### config.mk
export PLATFORM = sky130hd
export DESIGN_NAME = mbsa_ram
export DESIGN_NICKNAME = d
export VERILOG_FILES = /design/src/rtl/mbsa_ram.sv
export SDC_FILE = /design/constraint.sdc
export NUM_CORES = 1
export LEC_CHECK = 0
export ABC_AREA = 1
export ABC_CLOCK_PERIOD_IN_PS = 2600
export BUFFER_PORTS_ARGS = -buffer_cell sky130_fd_sc_hd__buf_2
export CORE_ASPECT_RATIO = 1.5
export CORE_MARGIN = 4
export CORE_UTILIZATION = 40
export CTS_CLUSTER_DIAMETER = 120
export DETAILED_ROUTE_END_ITERATION = 7
export PLACE_DENSITY = 0.63
export SYNTH_ARGS = -nofsm -noshare
export SYNTH_HDL_FRONTEND = slang
export SYNTH_SLANG_ARGS = --single-unit
### constraint.sdc
create_clock -name clock -period 2.6 [get_ports clock]
set_input_delay 0.39 -clock clock [delete_from_list [all_inputs] [get_ports clock]]
set_output_delay 0.39 -clock clock [all_outputs]
set_load 0.01 [all_outputs]
### src/rtl/mbsa_ram.sv
// Generic single-write, single-read RAM with registered read data.
module mbsa_ram #(
   parameter int WIDTH = 8,
   parameter int DEPTH = 16
) (
   input  logic                     clock,
   input  logic                     wr_en,
   input  logic [$clog2(DEPTH)-1:0] wr_addr,
   input  logic [WIDTH-1:0]         wr_data,
   input  logic [$clog2(DEPTH)-1:0] rd_addr,
   output logic [WIDTH-1:0]         rd_data
);

   logic [WIDTH-1:0] mem_ff [DEPTH];
   logic [WIDTH-1:0] rd_data_ff;

   always_ff @(posedge clock) begin
      if (wr_en) begin
         mem_ff[wr_addr] <= wr_data;
      end
      rd_data_ff <= mem_ff[rd_addr];
   end

   assign rd_data = rd_data_ff;

endmodule

* After elaboration in Yosys (flattened, before gate mapping)
Memories as Yosys holds them, arrays and structs flattened. A register that Yosys moved wholly into a read port is not among the register bits. Index checks and enable logic that the tools add are counted.
Storage, ports and cells: logic and storage cells 3, bits in registers 0, bits in latches 0, memory bits (writable) 128, bits in read-only memories 0, memories 1
Operators by class: bitwise logic cells 0, multiply operators 0, add/sub/neg operators 0, muxes and demuxes 2, order comparisons 0, shift-type cells 0, divide/modulo/power cells 0, eq/ne operators 0, reduce and logical (&&, ||, !) cells 0
Memories:
- mem_ff | words 16, width 8, rd ports 1, clocked after memory_dff 1, write ports 1, line 14 | logic [WIDTH-1:0] mem_ff [DEPTH];
Operator list (number):
- 2-to-1 mux 1 bit | 2

* Longest topological paths before layout
Gate-level depths: netlist of run 1.
depth after elaboration 2, mapped depth 8, mapped depth without buffers 7

* Worst setup path before layout of run 1
OpenSTA, ideal clock, no wires.
kind input to register, start point in wr_addr[2], end point mem mem_ff[10][0], enable pin, data arrival time 971 ps, path slack 1259 ps, stages on the path 2, buffers on the path 0, required time 2230 ps, path through nand3b_1 nor2_1
RTL lines:
- start, declared | line 8 | input logic [$clog2(DEPTH)-1:0] wr_addr,
- end, declared | line 14
No word-level cell before the write port.

* Worst setup path after layout of run 1
start point in wr_addr[2], end point mem mem_ff[11][4], enable pin
No word-level cell before the write port.

==> results of run 1 <==
[layout make-up]
cell class | instances | area, um2 | area share
Timing Repair Buffer | 29 | 167.7 | 0.02516
Tap cell | 192 | 240.2 | 0.03606
Clock buffer | 18 | 429.2 | 0.06441
Clock inverter | 13 | 225.2 | 0.03380
Sequential cell | 136 | 4004 | 0.6009
Inverter | 102 | 382.9 | 0.05746
Multi-Input combinational cell | 289 | 1214 | 0.1822
[cell usage after synthesis]
cell	count
nand3_1	97
edfxtp_1	128
buf_1	1
nor2_1	17
buf_2	13
inv_1	100
inv_2	2
nand2_1	173
nand3b_1	2
dfxtp_1	8
buf_4	4
buf_6	6
[worst paths after layout]
path	cells past startpoint	end	startpoint	slack, ns
worst max-delay path	3	mem_ff[11][4]	wr_addr[2]	1.16
worst min-delay path	3	rd_data[1]	rd_addr[3]	0.35
worst min register to register	6	rd_data[5]	mem_ff[12][5]	0.68
worst max register to register	6	rd_data[2]	mem_ff[0][2]	1.51
[report_power, final]
group | switching [uW] | internal, uW | total (uW)
registers | 17.9 | 2450 | 2470
logic | 214 | 81.0 | 296
clock network | 894 | 1790 | 2680
[registers in the layout, summed over array words and instances, names as in the netlist]
register and cells:
mem_ff 128, rd_data 8
[worst register-to-register path, stage by stage (launching register included)]
cell and delay [ns]:
edfxtp_1 0.37, inv_1 0.07, nand2_1 0.05, nand3_1 0.12, nand3_1 0.15, nand3_1 0.15, nand2_1 0.07
[stage by stage]
step	area, um2	setup slack (ns)	std cells
after detailed placement	6008	0.7172	748
after CTS	6663	1.153	779
final	6663	1.163	779
after global placement	6008	0.7973	748
after floorplan	5767	1.259	551
after global routing	6663	1.099	779
[metal layers]
metal | wire (um) | GRT usage | up-vias
met2 | 7436 | 0.3200 | 108
met1 | 4905 | 0.1885 | 1821
met4 | 519 | 0.09198 | 0
met3 | 585 | 0.03155 | 32
li1 | - | - | 1818
met5 | 0 | 0 | -
[cell usage in the layout (no fill, tap or decap)]
cell type	instances
clkinv_4	1
buf_2	25
buf_4	3
clkbuf_1	1
edfxtp_1	128
clkbuf_16	17
nand3b_1	2
clkinv_1	3
dfxtp_1	8
nor2_1	17
nand3_1	97
inv_6	2
nand2_1	173
clkinvlp_4	1
inv_1	100
bufinv_16	6
buf_12	1
inv_2	2
[cells by family after synthesis]
family                 count (synthesis)
AND/OR/NAND/NOR                      289
flip-flops                           136
buffers and inverters                126
==> results.json, run 1 <==
{
  "outcome": "complete, no violations",
  "synthDominantCellAreaShare": 0.6665,
  "ir_worst_vdd_uv": 535.4,
  "cts_tree": "done",
  "tightest_slew_ns": 0.8630,
  "path_cells": "buf_2, nand3b_1, nor2_1",
  "fin_skew_ns": 0.004626,
  "numCtsBuffers": 17,
  "nFillCells": 1324,
  "max_cap_violations": 0,
  "clockBufferDepth": 2,
  "fin_crit_ns": 1.438,
  "wire_per_inst_um": 17.26,
  "drt_wl_total_um": 13450,
  "nets": 593,
  "syn-cell-area_mm2": 0.005767,
  "first_iter_violations": 242,
  "yosys.area_share.adder": 0,
  "grt_pass1_wl_um": 21280,
  "post-cts-setup-buffers": 0,
  "finalSetupViolations": 0,
  "postRouteAntennaNets": 0,
  "grt_max_degree": 65,
  "cp_top_family": "simple AND/OR/NAND/NOR gates",
  "clkSinkCount": 136,
  "syn-mean-instance-area_um2": 10.47,
  "drv_slew": 0,
  "power_uw": 5449,
  "critPathRequiredTime_ns": 2.64,
  "crit_buf_inv": 1,
  "path_class": "primary input to flop",
  "num_vias": 3779,
  "clock_latency_ns": 0.41,
  "slowest_stage": "nor2_1",
  "final_core_util": 0.4739,
  "synthTopCellsByArea": "edfxtp_1 67%, nand2_1 11%, nand3_1 8.4%, inv_1 6.5%, dfxtp_1 2.8%",
  "h-tree-depth": 4,
  "synth_compound_area_frac": 0,
  "overflow": 0,
  "die_area_mm2": 0.01644,
  "cts_root_buf": "clkbuf_16",
  "worstPathArrival_ns": 1.48,
  "drive_above_1_share": 0.09881,
  "design.core.area_mm2": 0.01406,
  "area_growth_syn_to_layout_pct": 15.53,
  "synthXorXnorAreaFrac": 0,
  "hold_class": "primary input to flop",
  "yosysUniqueCellTypes": 12,
  "setup-tns-final_ns": 0,
  "ctsResizeCount": 0,
  "drtPass1Iterations": 4,
  "hold_viol_final": 0,
  "initial_core_util": 0.4102,
  "relSlewSlack": 0.4225,
  "rows": 53,
  "synth_top_area_cell": "edfxtp_1",
  "synthSimpleGateAreaFrac": 0.2105,
  "rsz0062_at_grt": "no",
  "power_density_mw_per_mm2": 817.9,
  "dp.final_hpwl_um": 8884,
  "grt_usage": 0.1740,
  "crit_fanout": 8,
  "n_antenna_cell": 0,
  "yosys_warnings": 0,
  "die_h_um": 155.1,
  "hold_slack_ns": 0.3465,
  "synth_top_family_by_area": "simple AND/OR/NAND/NOR gates",
  "crit_path_end_kind": "flop",
  "avgViaCountPerCell": 4.851,
  "ys_seq_area_frac": 0.6943,
  "hold_buffers": 0,
  "slowest_delay_ns": 0.71,
  "synthMuxAreaShare": 0,
  "place_congestion": 0.8546,
  "antenna_found_initial": 0,
  "io_buffers": 25,
  "finalCritPeriodShare": 0.5529,
  "grt_pass1_vias": 3894,
  "die_x_um": 106.0,
  "synth_cells": 551,
  "drc_errors": 0,
  "io-pin-count": 26,
  "ys_seq_elements": 136,
  "cp-start-kind": "primary input",
  "path_clk_slew_ns": 0.06,
  "max_freq_ghz": 0.6957,
  "p_leak_uw": 0.002852,
  "synth_fp_nets": 569
}
Note: power is estimated with default switching activity, not from simulation.
==> run 2, diff against run 1 <==
Settings changed: ABC_CLOCK_PERIOD_IN_PS 2600 to 1270, PLACE_DENSITY 0.63 to 0.65.
Clock period 2.6 ns to 1.27 ns, I/O delays scaled along.
==> results.json, run 2 (synthesis results as in run 1) <==
{
  "path_class": "flop to output pin",
  "tightest_slew_ns": 0.3954,
  "fin_crit_ns": 1.122,
  "reg2reg_depth": 6,
  "finalSetupViolations": 0,
  "final-instance-count-excl-fill": 815,
  "postRouteAntennaNets": 0,
  "cts_tree": "done",
  "min_path_cells": 3,
  "area_growth_syn_to_layout_pct": 19.44,
  "drive_above_1_share": 0.1525,
  "slowest_stage": "dfxtp_1",
  "grt_max_degree": 40,
  "largest_register_ffs": 128,
  "max_freq_ghz": 0.8911,
  "nets": 629,
  "drt_wl_total_um": 13200,
  "die_x_um": 106.0,
  "critPathRequiredTime_ns": 1.08,
  "max_cap_violations": 0,
  "path_clk_slew_ns": 0.06,
  "n_antenna_cell": 0,
  "finalCritPeriodShare": 0.8837,
  "pwr-share-clk": 0.458,
  "power_uw": 10560,
  "top_register": "mem_ff",
  "post-cts-setup-buffers": 0,
  "fin_skew_ns": 0.005936,
  "power.switching_uw": 2271,
  "grt_pass1_vias": 3885,
  "worstPathArrival_ns": 0.93,
  "cts_root_buf": "clkbuf_16",
  "rsz0062_at_grt": "no",
  "m1WireLength_um": 4922,
  "wire_per_inst_um": 16.20,
  "drtPass1Iterations": 5,
  "mostFrequentLayoutCells": "173 x nand2_1, 128 x edfxtp_1, 100 x inv_1",
  "cp_top_family": "flip-flops",
  "top_layer_used": "met4",
  "design.core.area_mm2": 0.01406,
  "nFillCells": 1276,
  "multi_input_area_mm2": 0.001214,
  "place_congestion": 0.9672,
  "die_area_mm2": 0.01644,
  "hold_buffers": 0,
  "grt_pass1_wl_um": 20860,
  "dp.final_hpwl_um": 8821,
  "routed-wl-met3_um": 618,
  "regArea_mm2": 0.004004,
  "crit_path_end_kind": "output pin",
  "overflow": 0,
  "outcome": "complete, no violations",
  "setup_ws_ns": 0.1478,
  "path_cells": "buf_2",
  "ctsResizeCount": 0,
  "io-pin-count": 26,
  "dp_cells": 784,
  "h-tree-depth": 4,
  "initial_core_util": 0.4102,
  "avgViaCountPerCell": 4.778,
  "sw_frac_of_total": 0.2151,
  "crit_buf_inv": 1,
  "slowest_delay_ns": 0.37,
  "rrSetupSlack_ns": 0.22,
  "relSlewSlack": 0.7364,
  "power_density_mw_per_mm2": 1533,
  "clkSinkCount": 136,
  "post-place-ws_ns": -0.04177,
  "rows": 53,
  "numCtsBuffers": 17,
  "cp-start-kind": "flop",
  "seq_power_share": 0.478,
  "antenna_found_initial": 0,
  "pwr-share-comb": 0.064,
  "clock_latency_ns": 0.41,
  "num_vias": 3894,
  "hold_viol_final": 0,
  "p_int_uw": 8289,
  "met2_length_um": 6969,
  "ir_worst_vdd_uv": 778.7,
  "first_iter_violations": 256,
  "hold_class": "primary input to flop",
  "worstSetupPathDepth": 1,
  "grt_usage": 0.1716,
  "die_h_um": 155.1,
  "crit_fanout": 1,
  "final_common_cell": "nand2_1",
  "drc_errors": 0,
  "clockBufferDepth": 2,
  "p_leak_uw": 0.003004,
  "io_buffers": 25,
  "drv_slew": 0
}
==> run 2: metrics by stage <==
stage / setup TNS [ns] / hold slack, ns / util / cell area (um2)
2_1_floorplan: 0 / 0.2894 / - / 5767
3_3_place_gp: -0.07027 / 0.5824 / 0.4484 / 6304
3_5_place_dp: -0.09494 / 0.5836 / 0.4484 / 6304
4_1_cts: 0 / 0.1373 / 0.4899 / 6888
5_1_grt: 0 / 0.1536 / 0.4899 / 6888
6_report: 0 / 0.1548 / 0.4899 / 6888
==> run 2: worst paths after layout <==
check	from	end
max	rd_data[7]	rd_data[7]
min	rd_addr[3]	rd_data[4]
max reg2reg	mem_ff[7][0]	rd_data[0]
min reg2reg	mem_ff[11][6]	rd_data[6]
==> run 2: routing by layer <==
layer  vias up  global-route usage
li1       1893                   -
met1      1821              0.1879
met2       136              0.3032
met3        44             0.03321
met4         0              0.1080
met5         -                   0
==> run 2: cell type report <==
class,count,share of cell area
inverters,102,0.05559
well taps,192,0.03488
clock inverters,14,0.02307
repair buffers,65,0.06721
flip-flops and latches,136,0.5813
clock buffers,17,0.06176
multi-input cells,289,0.1762
==> run 2: power groups by stage <==
stage               registers [uW]  clock network, uW  logic (uW)
finish                        5050               4830         677
global route                  5050               5110         751
CTS                           5050               4890         682
detailed placement            5140                  0         679
global placement              5140                  0         669
floorplan                     5150                  0         354
==> run 3, diff against run 2 <==
Settings changed: RECOVER_POWER set to 50.
==> results.json, run 3 (synthesis results as in run 1) <==
{
  "outcome": "complete, no violations",
  "sw_frac_of_total": 0.2159,
  "final_common_cell": "nand2_1",
  "p_leak_uw": 0.002975,
  "hold_viol_final": 0,
  "fin_skew_ns": 0.005394,
  "place_congestion": 0.9672,
  "ctsResizeCount": 0,
  "min_path_cells": 3,
  "path_clk_slew_ns": 0.06,
  "slowest_stage": "dfxtp_1",
  "grt_pass1_wl_um": 20860,
  "worstPathArrival_ns": 0.96,
  "cts_root_buf": "clkbuf_16",
  "p_int_uw": 8286,
  "cp_top_family": "flip-flops",
  "finalCritPeriodShare": 0.9055,
  "die_h_um": 155.1,
  "io-pin-count": 26,
  "fin_crit_ns": 1.150,
  "pwr-share-comb": 0.064,
  "drt_wl_total_um": 13250,
  "finalSetupViolations": 0,
  "antenna_found_initial": 0,
  "m1WireLength_um": 4987,
  "n_antenna_cell": 0,
  "hold_buffers": 0,
  "nets": 629,
  "overflow": 0,
  "crit_path_end_kind": "output pin",
  "h-tree-depth": 4,
  "drtPass1Iterations": 5,
  "path_class": "flop to output pin",
  "setup.worst_path.start": "rd_data[7]",
  "rsz0062_at_grt": "no",
  "mostFrequentLayoutCells": "173 x nand2_1, 128 x edfxtp_1, 100 x inv_1",
  "critPathRequiredTime_ns": 1.08,
  "initial_core_util": 0.4102,
  "clockBufferDepth": 2,
  "max_cap_violations": 0,
  "post-cts-setup-buffers": 0,
  "rrSetupSlack_ns": 0.22,
  "met2_length_um": 6937,
  "cts_tree": "done",
  "crit_buf_inv": 1,
  "numCtsBuffers": 17,
  "clkSinkCount": 136,
  "avgViaCountPerCell": 4.794,
  "area_growth_syn_to_layout_pct": 19.18,
  "io_buffers": 25,
  "wire_per_inst_um": 16.25,
  "power_uw": 10570,
  "pwr-share-clk": 0.458,
  "postRouteAntennaNets": 0,
  "r2r-start": "mem_ff[7][0]",
  "drv_slew": 0,
  "slowest_delay_ns": 0.39,
  "r2r-end": "rd_data[0]",
  "rows": 53,
  "grt_max_degree": 40,
  "clock_latency_ns": 0.41,
  "relSlewSlack": 0.3672,
  "crit_fanout": 1,
  "first_iter_violations": 238,
  "design.core.area_mm2": 0.01406,
  "grt_pass1_vias": 3885,
  "routed-wl-met3_um": 614,
  "dp.final_hpwl_um": 8821,
  "die_x_um": 106.0,
  "max_freq_ghz": 0.8696,
  "cp-start-kind": "flop",
  "drc_errors": 0,
  "num_vias": 3907,
  "worstSetupPathDepth": 1,
  "top_register": "mem_ff",
  "seq_power_share": 0.478,
  "ir_worst_vdd_uv": 779.6,
  "critPathCapture": "rd_data[7]",
  "hold_class": "primary input to flop",
  "reg2reg_depth": 6,
  "drive_above_1_share": 0.1364,
  "grt_usage": 0.1716,
  "fin_area_mm2": 0.006873,
  "die_area_mm2": 0.01644,
  "power_density_mw_per_mm2": 1538,
  "power.switching_uw": 2281,
  "tightest_slew_ns": 0.9492,
  "top_layer_used": "met4",
  "dpl_cell_area_mm2": 0.006304,
  "path_cells": "buf_2",
  "largest_register_ffs": 128
}
==> run 3: cell count changes in the layout (fill, tap and decap cells not counted) <==
| cell | change |
|---|---|
| clkbuf_1 | +10 |
| buf_4 | -1 |
| buf_2 | -9 |
==> run 3: how the worst min path moves through the flow <==
| stage | end | slack, ns | from |
|---|---|---|---|
| final | rd_data[4] | 0.16 | rd_addr[3] |
| after global routing | rd_data[4] | 0.15 | rd_addr[3] |
| after CTS | rd_data[4] | 0.14 | rd_addr[3] |
| after detailed placement | rd_data[5] | 0.58 | rd_addr[3] |
| after floorplan | mem_ff[0][0] | 0.29 | wr_data[0] |
| after global placement | rd_data[5] | 0.58 | rd_addr[3] |
==> run 3: routing by layer <==
| layer | GRT usage | vias to the layer above |
|---|---|---|
| met2 | 0.3032 | 152 |
| met1 | 0.1879 | 1814 |
| met3 | 0.03321 | 46 |
| met4 | 0.1080 | 0 |
| li1 | - | 1895 |
| met5 | 0 | - |
==> run 3: power groups by stage <==
stage          clock network, uW  registers, uW  logic [uW]
2_1_floorplan                  0           5150         354
3_3_place_gp                   0           5140         669
3_5_place_dp                   0           5140         679
4_1_cts                     4890           5050         682
5_1_grt                     5110           5060         746
6_report                    4840           5050         674
==> run 3: layout make-up <==
| class | instances | area (um2) |
|---|---|---|
| multi-input combinational | 289 | 1214 |
| tap | 192 | 240.2 |
| fill | 1282 | 7186 |
| inverter | 102 | 382.9 |
| clock buffer | 17 | 425.4 |
| clock inverter | 14 | 158.9 |
| sequential | 136 | 4004 |
| timing repair buffer | 65 | 447.9 |
==> run 3: stage by stage <==
stage	cells	worst slack [ns]	TNS, ns	util	hold slack, ns
floorplan	551	0.1287	0	-	0.2894
global placement	784	-0.03041	-0.07027	0.4484	0.5824
detailed placement	784	-0.04177	-0.09494	0.4484	0.5836
CTS	815	0.1188	0	0.4899	0.1373
global route	815	0.1156	0	0.4889	0.1536
finish	815	0.1200	0	0.4889	0.1553
