`config.mk`:
```
export PLATFORM = sky130hd
export DESIGN_NAME = mbsa_fit
export DESIGN_NICKNAME = d
export VERILOG_FILES = /design/src/rtl/mbsa_pkg.sv /design/src/rtl/mbsa_fit.sv
export SDC_FILE = /design/constraint.sdc
export NUM_CORES = 1
export LEC_CHECK = 0
export ABC_AREA = 1
export ABC_CLOCK_PERIOD_IN_PS = 5740
export BUFFER_PORTS_ARGS = -buffer_cell sky130_fd_sc_hd__buf_2
export CORE_MARGIN = 2
export CORE_UTILIZATION = 59
export DETAILED_ROUTE_END_ITERATION = 10
export PLACE_DENSITY = 0.85
export SKIP_LAST_GASP = 1
export SLEW_MARGIN = 20
export SYNTH_ARGS = -nofsm -noshare
export SYNTH_HDL_FRONTEND = slang
export SYNTH_SLANG_ARGS = --single-unit
```
`constraint.sdc`:
```
create_clock -name vclk -period 5.74
set_clock_uncertainty 0.2 [all_clocks]
set_input_delay 0 -clock vclk [all_inputs]
set_output_delay 0 -clock vclk [all_outputs]
set_load 0.01 [all_outputs]
```
`src/rtl/mbsa_pkg.sv`:
```
// Shared types and constants for the multi-block stack allocator.
package mbsa_pkg;

   localparam int BLOCK_BYTES     = 4096;
   localparam int MAX_BLOCKS      = 16;
   localparam int NODES_PER_BLOCK = 64;
   localparam int HEADER_BYTES    = 8;

   localparam int BLK_W   = 4;
   localparam int NODE_W  = 6;
   localparam int CNT_W   = 7;
   localparam int OPEN_W  = 5;
   localparam int TOP_W   = 13;
   localparam int SIZE_W  = 13;
   localparam int ARITH_W = 15;
   localparam int SLOT_W  = BLK_W + NODE_W;
   localparam int SLOTS   = MAX_BLOCKS * NODES_PER_BLOCK;
   localparam int ENTRY_W = TOP_W + SIZE_W + 1;

   localparam logic OP_ALLOC = 1'b0;
   localparam logic OP_FREE  = 1'b1;

   localparam logic [1:0] STATUS_OK     = 2'd0;
   localparam logic [1:0] STATUS_NOROOM = 2'd1;
   localparam logic [1:0] STATUS_BADFREE = 2'd2;

   localparam logic CSR_ALIGN_ENABLE = 1'b0;
   localparam logic CSR_ALIGN_LOG2   = 1'b1;

   typedef enum logic [6:0] {
      ST_IDLE     = 7'b0000001,
      ST_SCAN     = 7'b0000010,
      ST_FREE_RD  = 7'b0000100,
      ST_FREE_CHK = 7'b0001000,
      ST_POP_RD   = 7'b0010000,
      ST_POP_CHK  = 7'b0100000,
      ST_DONE     = 7'b1000000
   } state_type;

   typedef struct packed {
      logic [ARITH_W-1:0] start;
      logic               fits;
   } fit_type;

   typedef struct packed {
      logic [TOP_W-1:0]  start;
      logic [SIZE_W-1:0] bytes;
      logic              live;
   } entry_type;

endpackage

```
`src/rtl/mbsa_fit.sv`:
```
// Start offset and fit test for one candidate block.
module mbsa_fit
   import mbsa_pkg::*;
(
   input  logic [TOP_W-1:0]  top,
   input  logic [CNT_W-1:0]  count,
   input  logic [SIZE_W-1:0] size,
   input  logic              align_enable,
   input  logic [2:0]        alignment_log2,
   output fit_type           fit
);

   logic               empty;
   logic [ARITH_W-1:0] x;
   logic [ARITH_W-1:0] sum;
   logic [ARITH_W-1:0] aligned;
   logic [ARITH_W-1:0] start;
   logic [ARITH_W-1:0] stop;

   always_comb begin
      empty = (count == '0);
      x     = empty ? '0 : ARITH_W'(top);
      // smallest multiple of the alignment at or above x + header, never x itself
      sum     = x + ARITH_W'(HEADER_BYTES - 1);
      aligned = ((sum >> alignment_log2) + ARITH_W'(1)) << alignment_log2;
      if (align_enable) begin
         start = aligned;
      end else begin
         start = empty ? ARITH_W'(HEADER_BYTES) : x;
      end
      stop      = start + ARITH_W'(size);
      fit.start = start;
      fit.fits  = (stop < ARITH_W'(BLOCK_BYTES)) && (count < CNT_W'(NODES_PER_BLOCK));
   end

endmodule
```
[Word-level counts from Yosys, hierarchy flattened]
Index checks and enable logic that the tools add are counted.
Word-level totals
  register bits after elaboration: 0
  bits in latches: 0
  bits in writable memories: 0
  memory bits (read-only): 0
  output and inout bits: 16
  word-level logic and storage cells: 12
  memories: 0
Cells by class
  add/subtract/negate cells: 3
  multiply operators: 0
  divide/modulo/power cells: 0
  magnitude comparators: 2
  eq/ne operators: 0
  shift-type cells: 2
  muxes and demuxes: 3
  bitwise logic cells: 0
  reductions and logical operators: 2
Operators by type and width (count)
  13-bit two-way mux: 2
  15-bit by 1-bit adder with 15-bit output, second input constant: 1
  15-bit by 13-bit adder with 15-bit output: 1
  15-bit by 13-bit < comparator with 1-bit output, second input constant: 1
  15-bit two-way mux: 1
  15-bit by 3-bit << shifter with 15-bit output: 1
  14-bit by 3-bit >> shifter with 15-bit output: 1
  13-bit by 3-bit adder with 14-bit output, second input constant: 1
  7-bit zero test: 1
  7-bit < comparator, second input constant: 1
  1-bit logical AND: 1

[Logic depth before layout (Yosys ltp)]
Gate-level depths: netlist (run 1).
  depth in word-level cells: 10
  gate-level depth with buffers: 41
  gate-level depth less buffers: 39

[Worst setup path after synthesis (run 1)]
Ideal clock, no wire load.
  path kind: input-to-output
  from: in count[1]
  to: out fit[0] (netlist bit)
  data arrival time: 4293 ps
  data required time: 5540 ps
  path slack: 1247 ps
  stages on the path: 38
  cell sequence: inv_1 -> nand2_2 -> nor2_2 -> nand2_2 -> buf_6 -> buf_12 -> nand2_1 -> ha_1 -> nand2_1 -> nand4_4 -> o21ai_1 -> nand3_1 -> nand3_1 -> nand3_1 -> nand2_4 -> ha_1 -> nand3_2 -> xor2_1 -> (+2 left out) -> o21ai_1 -> nand2_1 -> nand2_1 -> o21ai_1 -> a21oi_1 -> ha_1 -> a21oi_1 -> inv_1 -> a21oi_1 -> o21a_1 -> o21bai_1 -> a221oi_1 -> nand2_1 -> nand2_1 -> nand2_1 -> nor2_1 -> nand3_1 -> nor2_1
RTL lines
  start, declared: line mbsa_fit.sv:6  | input logic [CNT_W-1:0] count,
  end, declared: line mbsa_fit.sv:10  | output fit_type fit

==> results.sh, run 1 <==
export IMPL_fin_nets=545
export IMPL_holdPathStages=5
export IMPL_worst_slack_ps=570
export IMPL_synth_simple_area_share=0.631
export IMPL_fmax_mhz=193
export IMPL_syn_avg_cell_area_um2=5.50
export IMPL_path_max_fanout=21
export IMPL_synthTopCellsByArea="nand3_1, nand2_1, ha_1"
export IMPL_hp_class="input pin to primary output"
export IMPL_pre_cts_ws_ps=476
export IMPL_synth_xor_area_share=0.0176
export IMPL_via_per_inst=5.92
export IMPL_fp_dieW_um=69.0
export IMPL_holdPathEnd="fit[0]"
export IMPL_synth_cell_types=48
export IMPL_stdcell_area_um2=2730
export IMPL_grt_pass1_wl_mm=12.0
export IMPL_syn_area_um2=2490
export IMPL_multi_input_area_um2=2180
export IMPL_rows=23
export IMPL_start_util=0.619
export IMPL_ir_drop_mv=0.0573
export IMPL_synthCells=453
export IMPL_status="finished clean"
export IMPL_fp_dieH_um=69.0
export IMPL_cts_resized=0
export IMPL_drt_total_wl_mm=7.61
export IMPL_yosys_area_top_type="nand3_1"
export IMPL_nFlopsAndLatches=0
export IMPL_areaGrowthSynthToFinish_pct=9.49
export IMPL_place_inst=541
export IMPL_n_fill_cell=394
export IMPL_grt_use_total=0.328
export IMPL_critPathArrivalTime_ps=4970
export IMPL_final_cells=541
export IMPL_timing_final_crit_share=0.901
export IMPL_post_cts_buffers=0
export IMPL_final_hold_violation_count=0
export IMPL_synth_most_common_cell="nand2_1"
export IMPL_synth_fa_ha_area_frac=0.0753
export IMPL_synth_compound_area_frac=0.146
export IMPL_netlist_area_leader_share=0.197
export IMPL_route_detailed_drc=0
export IMPL_ys_warn_count=0
export IMPL_muxShareOfSynthArea=0.00402
export IMPL_min_from="count[6]"
export IMPL_gp_congestion=0.971
export IMPL_num_vias=3202
export IMPL_grt_pass1_vias=2736
export IMPL_synth_fp_nets=505
export IMPL_antenna_cells=0
export IMPL_crit_path_frequent_cell="nand2_1"
export IMPL_critPathTopFamily="simple AND/OR/NAND/NOR gates"
export IMPL_leakagePower_uw=0.00142
export IMPL_seq_area_frac_synth=0
export IMPL_antenna_found_initial=0
export IMPL_power_density_nw_per_um2=102
export IMPL_timing_hold_ws_ps=205
export IMPL_crit_buf_inv=3
export IMPL_drtPass1Iterations=5
export IMPL_tns_ps=0
export IMPL_num_clock_buffers=0
export IMPL_finalCriticalPeriod_ps=5170
export IMPL_rsz0062_at_grt="no"
export IMPL_synth_commonest_cells="nand2_1, nand3_1, inv_1"
export IMPL_crit_type="input pin to primary output"
export IMPL_die_area_um2=4760
export IMPL_drv_cap=0
export IMPL_setup_violations=0
export IMPL_synth_top_family_by_area="simple AND/OR/NAND/NOR gates"
export IMPL_post_dp_cell_area_um2=2720
export IMPL_start_kind="input pin"
export IMPL_drive_gt1_frac=0.251
export IMPL_final_max_slew_viol_count=0
export IMPL_seq_area_um2=0
export IMPL_postRouteAntennaNets=0
export IMPL_wl_per_cell_um=14.1
export IMPL_drt_iter0_markers=238
export IMPL_worstPathRequired_ps=5540
export IMPL_coreArea_um2=4030
export IMPL_max_stage_delay_ps=330
export IMPL_cpMaxStageDelayCell="a221oi_1"
export IMPL_grt_max_degree=31
export IMPL_overflow=0
export IMPL_port_buffers=52
export IMPL_dpl_hpwl_mm=6.36
export IMPL_holdBufCountCts=0
export IMPL_worst_setup_path_end_kind="primary output"
export IMPL_io_pins=53
-- per-layer routing --
metal  part of all wire  vias to the layer above  routed length (µm)  track usage
met3              0.063                       13                 482      0.00649
li1                   -                     1613                   -            -
met1               0.43                     1438                3250        0.431
met2               0.49                      138                3740        0.600
met5                  0                        -                   0            0
met4              0.018                        0                 137       0.0588
-- layout by cell type, fill, tap and decap left out, types with 6 or more instances in the layout --
| master | count |
|---|---|
| o21ai_0 | 15 |
| buf_2 | 52 |
| nand2_1 | 106 |
| nand4_1 | 10 |
| nand3_1 | 98 |
| a21oi_1 | 13 |
| ha_1 | 15 |
| nand3_2 | 14 |
| nor2_4 | 6 |
| nor2_1 | 31 |
| nand2_2 | 17 |
| nor2_2 | 6 |
| inv_2 | 8 |
| o21ai_1 | 13 |
| inv_1 | 40 |
-- how the worst max path moves through the flow --
stage / start / cells after the start / end
4_1_cts: count[6] / 37 / fit[0]
3_3_place_gp: count[6] / 37 / fit[0]
3_5_place_dp: count[6] / 37 / fit[0]
6_report: count[1] / 37 / fit[0]
2_1_floorplan: count[1] / 38 / fit[0]
5_1_grt: count[6] / 37 / fit[0]
-- metrics by stage --
| step | utilization | total power [µW] |
|---|---|---|
| after CTS | 0.676 | 273 |
| after floorplan | - | 203 |
| after global placement | 0.676 | 266 |
| final | 0.677 | 278 |
| after detailed placement | 0.676 | 272 |
| after global routing | 0.677 | 309 |
-- power by group --
part / internal, µW / switching [µW]
sequential: 0 / 0
combinational: 97.2 / 181
clock: 0 / 0
-- cells by family after synthesis --
group / count (synthesis)
AO/OA/AOI/OAI: 59
XOR/XNOR: 5
adder cells (fa/ha/maj): 15
buffers and inverters: 68
multiplexers: 1
other: 1
AND/OR/NAND/NOR: 304
-- final cells by class --
class / count / share of cell area
Multi-Input combinational cell: 385 / 0.801
Timing Repair Buffer: 57 / 0.109
Inverter: 49 / 0.0674
Tap cell: 50 / 0.0229
Power figures use the tool's default switching activity.
==> run 2, diff against run 1 <==
--- a/config.mk
+++ b/config.mk
@@ -8,10 +8,13 @@
 export ABC_AREA = 1
 export ABC_CLOCK_PERIOD_IN_PS = 5740
 export BUFFER_PORTS_ARGS = -buffer_cell sky130_fd_sc_hd__buf_2
+export CELL_PAD_IN_SITES_DETAIL_PLACEMENT = 1
+export CELL_PAD_IN_SITES_GLOBAL_PLACEMENT = 2
 export CORE_MARGIN = 2
-export CORE_UTILIZATION = 59
+export CORE_UTILIZATION = 29
 export DETAILED_ROUTE_END_ITERATION = 10
-export PLACE_DENSITY = 0.85
+export PLACE_DENSITY_LB_ADDON = 0.1
+export SETUP_SLACK_MARGIN = 0.1
 export SKIP_LAST_GASP = 1
 export SLEW_MARGIN = 20
 export SYNTH_ARGS = -nofsm -noshare
==> constraint.sdc (replaced) <==
create_clock -name vclk -period 5.74
set_clock_uncertainty 0.2 [all_clocks]
set_input_delay 0.861 -clock vclk [all_inputs]
set_output_delay 0.861 -clock vclk [all_outputs]
set_load 0.01 [all_outputs]
==> run 2 against run 1 <==
  * The flow now finishes with violations (negative setup slack)
  * Cell count up 28%
  * Total power increased by 51%
  * Combinational power grew 51%
  * Sequential share of layout area is the same
  * Die area grew 96%
  * First-iteration DRC count fell by 59%
  * Routed wire length grew 41%
==> results.sh, run 2 (synthesized netlist as in run 1, its figures left out) <==
export IMPL_status="finished with violations"
export IMPL_violations="negative setup slack"
export IMPL_finalCriticalPeriod_ps=6150
export IMPL_num_clock_buffers=0
export IMPL_rsz0062_at_grt="yes"
export IMPL_antenna_found_initial=0
export IMPL_fp_dieW_um=96.7
export IMPL_via_per_inst=5.09
export IMPL_postRouteAntennaNets=0
export IMPL_nFlopsAndLatches=0
export IMPL_wl_met3_um=130
export IMPL_max_stage_delay_ps=300
export IMPL_die_area_um2=9350
export IMPL_seq_area_um2=0
export IMPL_timing_hold_ws_ps=2000
export IMPL_io_pins=53
export IMPL_layout_commonest_cell="buf_4"
export IMPL_start_kind="input pin"
export IMPL_power_density_nw_per_um2=108
export IMPL_drt_iter0_markers=97
export IMPL_worst_setup_path_end_kind="primary output"
export IMPL_setup_violations=1
export IMPL_grt_use_total=0.224
export IMPL_hp_class="input pin to primary output"
export IMPL_crit_type="input pin to primary output"
export IMPL_drive_gt1_frac=0.472
export IMPL_path_max_fanout=5
export IMPL_dr_wl_met2_mm=5.76
export IMPL_grt_pass1_wl_mm=17.9
export IMPL_cpMaxStageDelayCell="ha_1"
export IMPL_drt_total_wl_mm=10.7
export IMPL_overflow=0
export IMPL_wl_met1_mm=4.81
export IMPL_routed_top_layer="met4"
export IMPL_rows=33
export IMPL_route_detailed_drc=0
export IMPL_multi_input_area_um2=2520
export IMPL_drtPass1Iterations=4
export IMPL_crit_path_frequent_cell="nand2_2"
export IMPL_fp_dieH_um=96.7
export IMPL_drv_cap=0
export IMPL_wl_per_cell_um=15.5
export IMPL_grt_pass1_vias=3839
export IMPL_gp_congestion=0.868
export IMPL_dpl_hpwl_mm=9.00
export IMPL_num_vias=3535
export IMPL_critPathArrivalTime_ps=5090
export IMPL_ir_drop_mv=0.0354
export IMPL_grt_max_degree=31
export IMPL_final_cell_mix="buf_4, nand2_1, nand3_1"
export IMPL_worst_slack_ps=-411
export IMPL_antenna_cells=0
export IMPL_fin_nets=643
export IMPL_start_util=0.302
export IMPL_areaGrowthSynthToFinish_pct=56.0
export IMPL_fmax_mhz=163
export IMPL_leakagePower_uw=0.00198
export IMPL_pre_cts_ws_ps=-583
export IMPL_timing_final_crit_share=1.07
export IMPL_n_fill_cell=1172
export IMPL_final_max_slew_viol_count=0
export IMPL_worstPathRequired_ps=4680
export IMPL_final_hold_violation_count=0
export IMPL_coreArea_um2=8260
export IMPL_port_buffers=52
==> run 2: per-layer routing <==
metal	GRT usage	vias to the layer above
met5	0	-
met2	0.450	32
met3	0.00723	4
met1	0.276	1692
met4	0.00867	0
li1	-	1807
==> run 2: what timing repair did <==
action | CTS | global route
gates resized for setup | 49 | 13
pin swaps | 32 | 13
endpoints found under the setup margin | 1 | 1
hold endpoints to repair | 0 | 0
hold buffers | 0 | 0
setup buffers | 8 | 1
==> run 2: layout make-up <==
| class | count | area share |
|---|---|---|
| multi-input cells | 385 | 0.649 |
| repair buffers | 155 | 0.270 |
| inverters | 49 | 0.0473 |
| well taps | 105 | 0.0338 |
==> run 2: metrics by stage <==
stage	total power, µW	instance area, µm²	utilization	TNS [ps]	std cells
after floorplan	212	2560	-	-143	453
after global placement	365	3540	0.429	-513	685
after detailed placement	374	3540	0.429	-583	685
after CTS	411	3820	0.463	-436	693
after global routing	461	3890	0.471	-795	694
final	421	3890	0.471	-411	694
==> run 2: worst paths after layout <==
check	startpoint	end	slack, ps	cells after the start
worst max-delay path	count[1]	fit[0]	-410	39
worst min-delay path	count[6]	fit[0]	2000	6
==> run 2: power breakdown <==
group | internal, µW | switching [µW] | total (µW) | leakage, µW
sequential | 0 | 0 | 0 | 0
combinational | 187 | 233 | 421 | 0.00198
clock | 0 | 0 | 0 | 0
total | 187 | 233 | 421 | 0.00198
==> run 2: worst max-delay path: cells and delay by family <==
| kind | cells | cell delay (ps) |
|---|---|---|
| compound gates | 7 | 950 |
| buf+inv | 4 | 300 |
| simple gates | 26 | 2470 |
| fa+ha+maj | 2 | 470 |
==> run 3, diff against run 2 <==
--- a/config.mk
+++ b/config.mk
@@ -7,13 +7,13 @@
 export LEC_CHECK = 0
 export ABC_AREA = 1
 export ABC_CLOCK_PERIOD_IN_PS = 5740
-export BUFFER_PORTS_ARGS = -buffer_cell sky130_fd_sc_hd__buf_2
+export BUFFER_PORTS_ARGS = -buffer_cell sky130_fd_sc_hd__buf_4
 export CELL_PAD_IN_SITES_DETAIL_PLACEMENT = 1
 export CELL_PAD_IN_SITES_GLOBAL_PLACEMENT = 2
 export CORE_MARGIN = 2
 export CORE_UTILIZATION = 29
 export DETAILED_ROUTE_END_ITERATION = 10
-export PLACE_DENSITY_LB_ADDON = 0.1
+export PLACE_DENSITY = 0.9
 export SETUP_SLACK_MARGIN = 0.1
 export SKIP_LAST_GASP = 1
 export SLEW_MARGIN = 20
==> run 3 against run 2 <==
  * Critical path depth up 1
  * Fmax down 6.7%
  * Hold slack worse by 12 ps
  * The flow still finishes with violations (negative setup slack)
  * Non-clock buffer count up 22
  * Combinational power up 20%
  * First-iteration DRC count up 89%
  * Cell count up 3.2%
  * Total power up 20%
  * Global-route usage up 2.3 points
  * Die area unchanged
  * Critical endpoint unchanged
  * Final area up 11%
  * Sequential share of layout area unchanged
==> results.sh, run 3 (synthesized netlist as in run 1, its figures left out) <==
export IMPL_grt_pass1_vias=4053
export IMPL_leakagePower_uw=0.00216
export IMPL_violations="negative setup slack"
export IMPL_pre_cts_ws_ps=-738
export IMPL_drive_gt1_frac=0.507
export IMPL_status="finished with violations"
export IMPL_rows=33
export IMPL_power_density_nw_per_um2=116
export IMPL_hp_class="input pin to primary output"
export IMPL_max_stage_delay_ps=290
export IMPL_grt_use_total=0.248
export IMPL_wl_met1_mm=5.23
export IMPL_io_pins=53
export IMPL_critPathArrivalTime_ps=5530
export IMPL_num_clock_buffers=0
export IMPL_postRouteAntennaNets=0
export IMPL_cpMaxStageDelayCell="a221oi_2"
export IMPL_setup_violations=1
export IMPL_dr_wl_met2_mm=7.41
export IMPL_areaGrowthSynthToFinish_pct=73.9
export IMPL_num_vias=3925
export IMPL_n_fill_cell=1109
export IMPL_path_max_fanout=6
export IMPL_crit_type="input pin to primary output"
export IMPL_holdBufCountCts=0
export IMPL_wl_met3_um=558
export IMPL_fmax_mhz=152
export IMPL_nFlopsAndLatches=0
export IMPL_fp_dieW_um=96.7
export IMPL_drtPass1Iterations=4
export IMPL_routed_top_layer="met4"
export IMPL_via_per_inst=5.48
export IMPL_worst_setup_path_end_kind="primary output"
export IMPL_timing_final_crit_share=1.15
export IMPL_antenna_found_initial=0
export IMPL_post_dp_cell_area_um2=3720
export IMPL_antenna_cells=0
export IMPL_coreArea_um2=8260
export IMPL_gp_congestion=0.909
export IMPL_fin_nets=665
export IMPL_ir_drop_mv=0.0416
export IMPL_rsz0062_at_grt="yes"
export IMPL_start_kind="input pin"
export IMPL_port_buffers=52
export IMPL_final_max_slew_viol_count=0
export IMPL_drt_iter0_markers=183
export IMPL_grt_pass1_wl_mm=19.5
export IMPL_start_util=0.302
export IMPL_route_detailed_drc=0
export IMPL_dpl_hpwl_mm=9.35
export IMPL_finalCriticalPeriod_ps=6590
export IMPL_stdcell_area_um2=4330
export IMPL_layout_commonest_cell="buf_4"
export IMPL_drv_cap=0
export IMPL_seq_area_um2=0
export IMPL_grt_max_degree=31
export IMPL_worst_slack_ps=-852
export IMPL_fp_dieH_um=96.7
export IMPL_final_hold_violation_count=0
export IMPL_wl_per_cell_um=18.9
export IMPL_worstPathRequired_ps=4680
export IMPL_final_cell_mix="buf_4, nand2_1, nand3_1"
export IMPL_drt_total_wl_mm=13.5
export IMPL_die_area_um2=9350
export IMPL_overflow=0
## run 3: cell types whose count changed in the layout (fill, tap and decap cells not counted), sizes merged
cell,change
buf,+22
## run 3: path summary, 6_finish.rpt
| check | from | to | slack [ps] | cells after the start |
|---|---|---|---|---|
| worst min-delay path | count[6] | fit[0] | 1990 | 6 |
| worst max-delay path | count[6] | fit[0] | -850 | 40 |
## run 3: worst max-delay path: cells and delay by family
| family | cells | cell delay, ps |
|---|---|---|
| AND/OR/NAND/NOR | 26 | 2610 |
| AO/OA/AOI/OAI | 8 | 1330 |
| adder cells (fa/ha/maj) | 2 | 420 |
| buffers and inverters | 4 | 300 |
## run 3: what timing repair did
item | CTS | global route
buffers inserted | 12 | 11
endpoints found under the setup margin | 1 | 1
resized for setup | 40 | 53
pin swaps | 28 | 48
## run 3: power by group
group	internal, µW	leakage [µW]	total [µW]	switching [µW]
clock	0	0	0	0
sequential	0	0	0	0
combinational	229	0.00216	505	275
## run 3: metal layers
layer  vias to the layer above  track usage
li1                       1851            -
met3                        35      0.00939
met1                      1939        0.296
met5                         -            0
met4                         0       0.0488
met2                       100        0.487
## run 3: final cells by class
| class | instances | area [µm²] | area share |
|---|---|---|---|
| well taps | 105 | 131 | 0.0303 |
| inverters | 49 | 189 | 0.0436 |
| repair buffers | 177 | 1360 | 0.313 |
| multi-input cells | 385 | 2660 | 0.613 |
## run 3: stage by stage
| step | hold WS, ps | util | cells | power [µW] | TNS (ps) |
|---|---|---|---|---|---|
| floorplan | 1660 | - | 453 | 212 | -143 |
| global placement | 1970 | 0.450 | 693 | 382 | -467 |
| detailed placement | 1980 | 0.450 | 693 | 399 | -738 |
| CTS | 1980 | 0.483 | 705 | 434 | -524 |
| global route | 2020 | 0.525 | 716 | 538 | -1150 |
| finish | 1990 | 0.525 | 716 | 505 | -852 |
